**src/design/piq_pkg.sv**
```systemverilog
`default_nettype none
package piq_pkg;

    localparam int DefQueueDepth = 16;

    // op codes
    localparam logic OP_PUSH = 1'b0;
    localparam logic OP_NEXT = 1'b1;

    // push result codes
    localparam logic [1:0] DROP_NONE = 2'd0;
    localparam logic [1:0] DROP_DUP  = 2'd1;
    localparam logic [1:0] DROP_FULL = 2'd2;

    // configuration register indexes
    localparam logic CFG_EOF_MASK    = 1'b0;
    localparam logic CFG_DETECT_DUTY = 1'b1;

    localparam logic [7:0]  EOF_MASK_RESET    = 8'd1;
    localparam logic [7:0]  DETECT_DUTY_RESET = 8'd128;
    localparam logic [16:0] DETECT_PRIORITY   = 17'h10000;
    localparam logic [17:0] WAIT_DETECT       = 18'h3FFFF;

    typedef struct packed {
        logic        op;
        logic [15:0] current_index;
        logic [7:0]  status;
        logic [15:0] entry_index;
        logic [7:0]  duty;
        logic [15:0] priority_req;
        logic        detect_marker;
    } t_in_item;

    typedef struct packed {
        logic signed [17:0] next_index;
        logic [4:0]         entry_count;
        logic [15:0]        highest_priority;
        logic               detect_seen;
        logic [1:0]         push_dropped;
    } t_out_item;

    typedef struct packed {
        logic [15:0] index;
        logic [7:0]  duty;
        logic [16:0] prio;
    } t_entry;

    typedef struct packed {
        logic ins;
        logic pop;
    } t_cell_ctrl;

endpackage
`default_nettype wire

```
**src/design/piq_cell.sv**
```systemverilog
`default_nettype none
module piq_cell
    import piq_pkg::*;
(
    input  wire         i_clk,
    input  t_cell_ctrl  i_ctrl,
    input  wire         i_occ,
    input  t_entry      i_new,
    input  t_entry      i_left,
    input  wire         i_left_after,
    input  t_entry      i_right,
    output t_entry      o_entry,
    output logic        o_after,
    output logic        o_match
);

    t_entry r_entry;
    t_entry n_entry;

    assign o_entry = r_entry;
    // new entry goes behind this one when its priority is not lower
    assign o_after = i_occ && (r_entry.prio <= i_new.prio);
    assign o_match = i_occ && (r_entry.duty == i_new.duty) && (r_entry.index == i_new.index);

    always_comb begin
        n_entry = r_entry;
        if (i_ctrl.pop) begin
            n_entry = i_right;
        end else if (i_ctrl.ins && !o_after) begin
            n_entry = i_left_after ? i_new : i_left;
        end
    end

    always_ff @(posedge i_clk) begin
        r_entry <= n_entry;
    end

endmodule
`default_nettype wire

```
**src/design/priority_index_queue_top.sv**
```systemverilog
// channel   dir  handshake                    payload
// in        in   i_in_valid / o_in_ready      i_in_data  (t_in_item)
// out       out  o_out_valid / i_out_ready    o_out_data (t_out_item)
// cfg       in   i_cfg_we                     i_cfg_index, i_cfg_data
//
// one item per cycle while the output is not stalled: a push or pop updates the whole cell row in the transfer cycle,
// with the compare of every cell against the incoming entry done in parallel
// the result is registered and shows in the cycle after the input transfer
// a new item is taken while the output register is empty or being drained
// synchronous active-low reset clears count, saved index and tracking, and loads config defaults
`default_nettype none
module priority_index_queue_top
    import piq_pkg::*;
#(
    parameter int QUEUE_DEPTH = DefQueueDepth
) (
    input  wire        i_clk,
    input  wire        i_rst_n,
    input  wire        i_in_valid,
    output logic       o_in_ready,
    input  t_in_item   i_in_data,
    output logic       o_out_valid,
    input  wire        i_out_ready,
    output t_out_item  o_out_data,
    input  wire        i_cfg_we,
    input  wire        i_cfg_index,
    input  wire [7:0]  i_cfg_data
);

    localparam int CntW = $clog2(QUEUE_DEPTH + 1);

    logic [CntW-1:0] r_count, n_count;
    logic [15:0]     r_saved_index, n_saved_index;
    logic            r_saved_valid, n_saved_valid;
    logic [15:0]     r_max, n_max;
    logic            r_detect, n_detect;
    logic [7:0]      r_eof_mask, r_detect_duty;
    logic            r_out_valid;
    t_out_item       r_out, n_out;

    t_entry          w_entry [QUEUE_DEPTH];
    logic            w_after [QUEUE_DEPTH];
    logic [QUEUE_DEPTH-1:0] w_match;
    t_entry          w_new;
    t_cell_ctrl      w_ctrl;
    logic            w_accept;
    logic            w_dup, w_full, w_hit;
    logic [17:0]     w_empty_ans;
    logic [31:0]     w_cnt_ext;

    assign o_in_ready  = !r_out_valid || i_out_ready;
    assign w_accept    = i_in_valid && o_in_ready;
    assign o_out_valid = r_out_valid;
    assign o_out_data  = r_out;

    assign w_new.index = i_in_data.entry_index;
    assign w_new.duty  = i_in_data.duty;
    assign w_new.prio  = i_in_data.detect_marker ? DETECT_PRIORITY
                                                 : {1'b0, i_in_data.priority_req};

    genvar gi;
    generate
        for (gi = 0; gi < QUEUE_DEPTH; gi++) begin : g_cell
            localparam logic [CntW-1:0] Pos = CntW'(gi);
            piq_cell u_cell (
                .i_clk        (i_clk),
                .i_ctrl       (w_ctrl),
                .i_occ        (Pos < r_count),
                .i_new        (w_new),
                .i_left       ((gi == 0) ? w_new : w_entry[(gi == 0) ? 0 : gi - 1]),
                .i_left_after ((gi == 0) ? 1'b1 : w_after[(gi == 0) ? 0 : gi - 1]),
                .i_right      (w_entry[(gi == QUEUE_DEPTH - 1) ? gi : gi + 1]),
                .o_entry      (w_entry[gi]),
                .o_after      (w_after[gi]),
                .o_match      (w_match[gi])
            );
        end
    endgenerate

    assign w_dup  = |w_match;
    assign w_full = (r_count >= CntW'(QUEUE_DEPTH));
    assign w_hit  = ((w_entry[0].duty & i_in_data.status) != 8'd0) &&
                    ((w_entry[0].index == i_in_data.current_index) ||
                     (w_entry[0].duty == r_detect_duty));
    assign w_empty_ans = r_saved_valid ? {2'b00, r_saved_index}
                       : ((i_in_data.status & r_eof_mask) != 8'd0)
                         ? ({2'b00, i_in_data.current_index} + 18'd1) : 18'd0;

    always_comb begin
        n_count       = r_count;
        n_saved_index = r_saved_index;
        n_saved_valid = r_saved_valid;
        n_max         = r_max;
        n_detect      = r_detect;
        w_ctrl        = '0;
        n_out.next_index   = '0;
        n_out.push_dropped = DROP_NONE;
        if (i_in_data.op == OP_PUSH) begin
            if (i_in_data.detect_marker) begin
                n_detect = 1'b1;
            end else if (i_in_data.priority_req > r_max) begin
                n_max = i_in_data.priority_req;
            end
            if (r_count == '0) begin
                n_saved_index = i_in_data.current_index;
                n_saved_valid = 1'b1;
            end
            if (w_dup) begin
                n_out.push_dropped = DROP_DUP;
            end else if (w_full) begin
                n_out.push_dropped = DROP_FULL;
            end else begin
                w_ctrl.ins = w_accept;
                n_count    = r_count + CntW'(1);
            end
        end else begin
            if (r_count == '0) begin
                n_out.next_index = w_empty_ans;
                n_saved_valid    = 1'b0;
            end else if (!w_hit) begin
                n_out.next_index = (w_entry[0].duty == r_detect_duty) ? WAIT_DETECT
                                                                      : {2'b00, w_entry[0].index};
            end else begin
                w_ctrl.pop = w_accept;
                n_count    = r_count - CntW'(1);
                if (r_count == CntW'(1)) begin
                    n_max            = '0;
                    n_detect         = 1'b0;
                    n_out.next_index = w_empty_ans;
                    n_saved_valid    = 1'b0;
                end else begin
                    n_out.next_index = {2'b00, w_entry[1].index};
                end
            end
        end
        w_cnt_ext              = 32'(n_count);
        n_out.entry_count      = w_cnt_ext[4:0];
        n_out.highest_priority = n_max;
        n_out.detect_seen      = n_detect;
    end

    always_ff @(posedge i_clk) begin
        if (!i_rst_n) begin
            r_count       <= '0;
            r_saved_index <= '0;
            r_saved_valid <= 1'b0;
            r_max         <= '0;
            r_detect      <= 1'b0;
            r_eof_mask    <= EOF_MASK_RESET;
            r_detect_duty <= DETECT_DUTY_RESET;
            r_out_valid   <= 1'b0;
        end else begin
            if (i_cfg_we) begin
                case (i_cfg_index)
                    CFG_EOF_MASK:    r_eof_mask    <= i_cfg_data;
                    CFG_DETECT_DUTY: r_detect_duty <= i_cfg_data;
                    default: ;
                endcase
            end
            if (w_accept) begin
                r_count       <= n_count;
                r_saved_index <= n_saved_index;
                r_saved_valid <= n_saved_valid;
                r_max         <= n_max;
                r_detect      <= n_detect;
                r_out_valid   <= 1'b1;
            end else if (i_out_ready) begin
                r_out_valid   <= 1'b0;
            end
        end
    end

    always_ff @(posedge i_clk) begin
        if (w_accept) begin
            r_out <= n_out;
        end
    end

`ifndef SYNTHESIS
    // an empty queue carries no priority tracking
    a_empty_clear: assert property (@(posedge i_clk) disable iff (!i_rst_n)
        (r_count == '0) |-> (r_max == '0) && !r_detect)
        else $error("tracking not cleared with empty queue");

    // a non-empty queue always holds the index saved at its first push
    a_saved_held: assert property (@(posedge i_clk) disable iff (!i_rst_n)
        (r_count != '0) |-> r_saved_valid)
        else $error("saved index lost while queue occupied");

    a_dup_no_store: assert property (@(posedge i_clk) disable iff (!i_rst_n)
        (w_accept && (i_in_data.op == OP_PUSH) && w_dup) |=> $stable(r_count))
        else $error("duplicate push changed the count");

    a_count_bound: assert property (@(posedge i_clk) disable iff (!i_rst_n)
        r_count <= CntW'(QUEUE_DEPTH))
        else $error("count beyond depth");
`endif

endmodule
`default_nettype wire

```
**config.mk**
```make
export PLATFORM = sky130hd
export DESIGN_NAME = priority_index_queue_top
export DESIGN_NICKNAME = d
export VERILOG_FILES = /design/src/design/piq_pkg.sv /design/src/design/piq_cell.sv /design/src/design/priority_index_queue_top.sv
export SDC_FILE = /design/constraint.sdc
export NUM_CORES = 2
export LEC_CHECK = 0
export BUFFER_PORTS_ARGS = -buffer_cell sky130_fd_sc_hd__buf_2
export CORE_MARGIN = 2
export CORE_UTILIZATION = 30
export DETAILED_ROUTE_END_ITERATION = 16
export HOLD_SLACK_MARGIN = 0.03
export SLEW_MARGIN = 25
export SYNTH_ARGS = -nofsm -noshare
export SYNTH_HDL_FRONTEND = slang
export SYNTH_SLANG_ARGS = --single-unit
```
**constraint.sdc**
```tcl
create_clock -name i_clk -period 7.55 [get_ports i_clk]
set_input_delay 1.1325 -clock i_clk [delete_from_list [all_inputs] [get_ports i_clk]]
set_output_delay 1.1325 -clock i_clk [all_outputs]
set_load 0.02 [all_outputs]
```
==> results.toml <==
[cells_and_area]
fin_area_mm2 = 0.0556
final_common_cell = "edfxtp_1"
nFillCells = 16700
drive_above_1_share = 0.106
final_util = 0.338
layout_common_cells = "edfxtp_1 (698), nor2_1 (691), a21oi_1 (680)"
nets = 5129
syn2layout_area_growth_pct = 12.0

[logic_synthesis]
ys_ff_latch = 754
async_flop_share = 0
synth_cell_type_count = 79
synth-seq-area-share = 0.445
synth_edf_count = 698
synth_top_family_by_area = "multiplexers"
syn_area_mm2 = 0.0496
muxShareOfSynthArea = 0.134
synthAdderAreaFrac = 0.0696
syn-mean-instance-area_um2 = 10.3
synth-main-ff-cell = "edfxtp_1"
synth_xor_area_frac = 0.0752
synth_compound_area_frac = 0.115
syn-num-nets = 5178
synth-simple-area-share = 0.123
yosysWarnings = 0
syn-instance-count = 4822

[global_route]
track_usage = 0.176
grt_max_degree = 193
grt_pass1_wl_mm = 230
antenna_found_initial = 12
grt-ovfl-total = 0
grt_pass1_vias = 36200

[worst_setup_path]
crit_start = "i_in_data[0]"
slowest_stage = "a31oi_4"
cp_data_arrival_time_ps = 5620
cp_num_buf_inv = 4
cp_max_fo = 35
crit_path_max_incr_delay_ps = 660
cp_top_family = "buffers and inverters"
rr_startpoint = "r_count[4]$_SDFFE_PN0P_"
crit_type = "input pin to register"
start_kind = "input pin"
crit_path_end_kind = "register"
crit_chain = "buf_2, nor2b_1, buf_4, inv_1, ha_1, a21o_1, a21oi_1, nor2b_1, o31ai_1, o2111ai_1, a31oi_4, buf_4, mux2i_1, a21oi_1"
cp.required_ps = 7950

[clocking]
hold_buffers = 0
cts_tree = "built"
root_buffer = "clkbuf_16"
cts_resized = 0
cts_buffer_depth = 3
htreeDepth = 3
post_cts_buffers = 0
numCtsBuffers = 90
path_clk_slew_ps = 60
cts_sinks = 754
clk_latency_ps = 690

[placement]
postPlaceCellArea_mm2 = 0.0526
portBuffers = 123
place_congestion = 0.936
dpl.hpwl_mm = 115

[drt]
dr.first_iter.drc_count = 3529
vias_per_cell = 5.25
drtAntennaViolNets = 0
first_pass_iters = 6
routed_wl_mm = 153
num_vias = 37000
drc = 0
wl_per_cell_um = 21.7

[sta]
rsz0062_at_grt = "no"
maxSlewHeadroom = 0.283
hold_viol = 0
fmax_mhz = 192
worst_pin_slew_ps = 1070
final_max_slew_viol_count = 0
finalCriticalPeriod_ps = 5220
period_share = 0.691
setup_viol = 0
hold_ws_ps = 458
fin_worst_skew_ps = 25.4
timing.setup.tns_ps = 0

[worst_hold_path]
hold_class = "register to register"
min_from = "r_saved_index[2]$_SDFFE_PN0P_"

[die]
dieArea_mm2 = 0.169
dieWidth_um = 411
die_y_um = 411
start_util = 0.302
core-area_mm2 = 0.165
rows = 149
num_io_pins = 124

[power]
leakage_nw = 21.1
power_density_mw_per_mm2 = 197
ir_drop_uv = 176
power.total_w = 0.0109

[flow_run]
maxCapViolations = 0

[outcome]
status = "complete, no violations"
[cell type report]
cell class / instances / area [µm²] / share of cell area
diodes: 2 / 5.00 / 0.0000900
clock buffers: 117 / 2490 / 0.0448
clock inverters: 51 / 488 / 0.00878
inverters: 63 / 238 / 0.00428
multi-input cells: 3632 / 26000 / 0.468
flip-flops and latches: 754 / 22100 / 0.397
well taps: 2189 / 2740 / 0.0493
repair buffers: 232 / 1530 / 0.0276
[sequential cells by signal (all words and copies together) (netlist names)]
signal	cells
o_out_data	42
r_max	16
r_saved_index	16
r_saved_valid	1
o_out_valid	1
r_detect	1
r_eof_mask	8
r_detect_duty	8
r_count	5
g_cell.u_cell.o_entry	656
[Yosys cell counts (15+ instances only)]
cell / instances / area (µm²)
edfxtp_1: 698 / 21000
nor2_1: 693 / 2600
a21oi_1: 681 / 3410
mux2i_1: 575 / 5760
xor2_1: 316 / 2770
ha_1: 276 / 3450
clkbuf_1: 236 / 886
nand2_1: 128 / 480
nor4_1: 126 / 788
nand4_1: 125 / 782
xnor2_1: 110 / 963
a21o_1: 104 / 781
buf_2: 89 / 445
mux2_2: 81 / 912
inv_1: 62 / 233
dfxtp_1: 56 / 1120
nand3_1: 53 / 265
nor2b_1: 35 / 219
nor3_1: 34 / 170
o21ai_0: 29 / 145
buf_4: 25 / 188
a22o_1: 19 / 166
a22oi_1: 19 / 143
and2_1: 17 / 106
a221o_1: 16 / 160
and3_1: 15 / 93.8
o21a_1: 15 / 113
o221ai_1: 15 / 131
[worst register-to-register path: stages (launching register included)]
cell      delay, ps
dfxtp_1         290
buf_4           230
nor2_1          740
nand2_1         380
or4b_2          320
o22ai_1         110
nor4_4          660
nand3_2         260
nand2b_4        470
o21ai_4         890
buf_4           390
[stage by stage]
step | setup slack (ps) | instances
6_report | 2330 | 7040
4_1_cts | 2020 | 7038
2_1_floorplan | 704 | 4822
3_3_place_gp | 1310 | 6870
3_5_place_dp | 1310 | 6870
5_1_grt | 1980 | 7040
[path summary, 6_finish.rpt]
check                                             to  slack, ps  cells past startpoint
max          g_cell[11].u_cell.o_entry[30]$_DFFE_PP_       2330                     14
min                    r_saved_index[2]$_SDFFE_PN0P_        460                      2
max reg2reg    g_cell[8].u_cell.o_entry[6]$_DFFE_PP_       2510                     10
min reg2reg            r_saved_index[2]$_SDFFE_PN0P_        460                      2
[cell families (layout without fill, tap and decap cells)]
group	after synthesis	after routing
adder cells (fa/ha/maj)	276	276
flip-flops	754	754
AO/OA/AOI/OAI	981	981
other	0	2
multiplexers	656	656
AND/OR/NAND/NOR	1293	1293
XOR/XNOR	426	426
buffers and inverters	436	463
[where the power goes]
group | internal (W) | switching [W] | leakage [nW]
sequential | 0.00482 | 0.000198 | 7.00
combinational | 0.000544 | 0.000934 | 12.6
clock | 0.00260 | 0.00185 | 1.47
total | 0.00797 | 0.00298 | 21.1
[per-layer routing]
metal / wire length (µm) / vias up / track usage
met3: 7990 / 283 / 0.0246
met1: 70800 / 17800 / 0.243
met4: 5840 / 8 / 0.0699
li1: - / 17700 / -
met5: 81 / - / 0
met2: 68200 / 1147 / 0.276
Power figures use the tool's default switching activity.
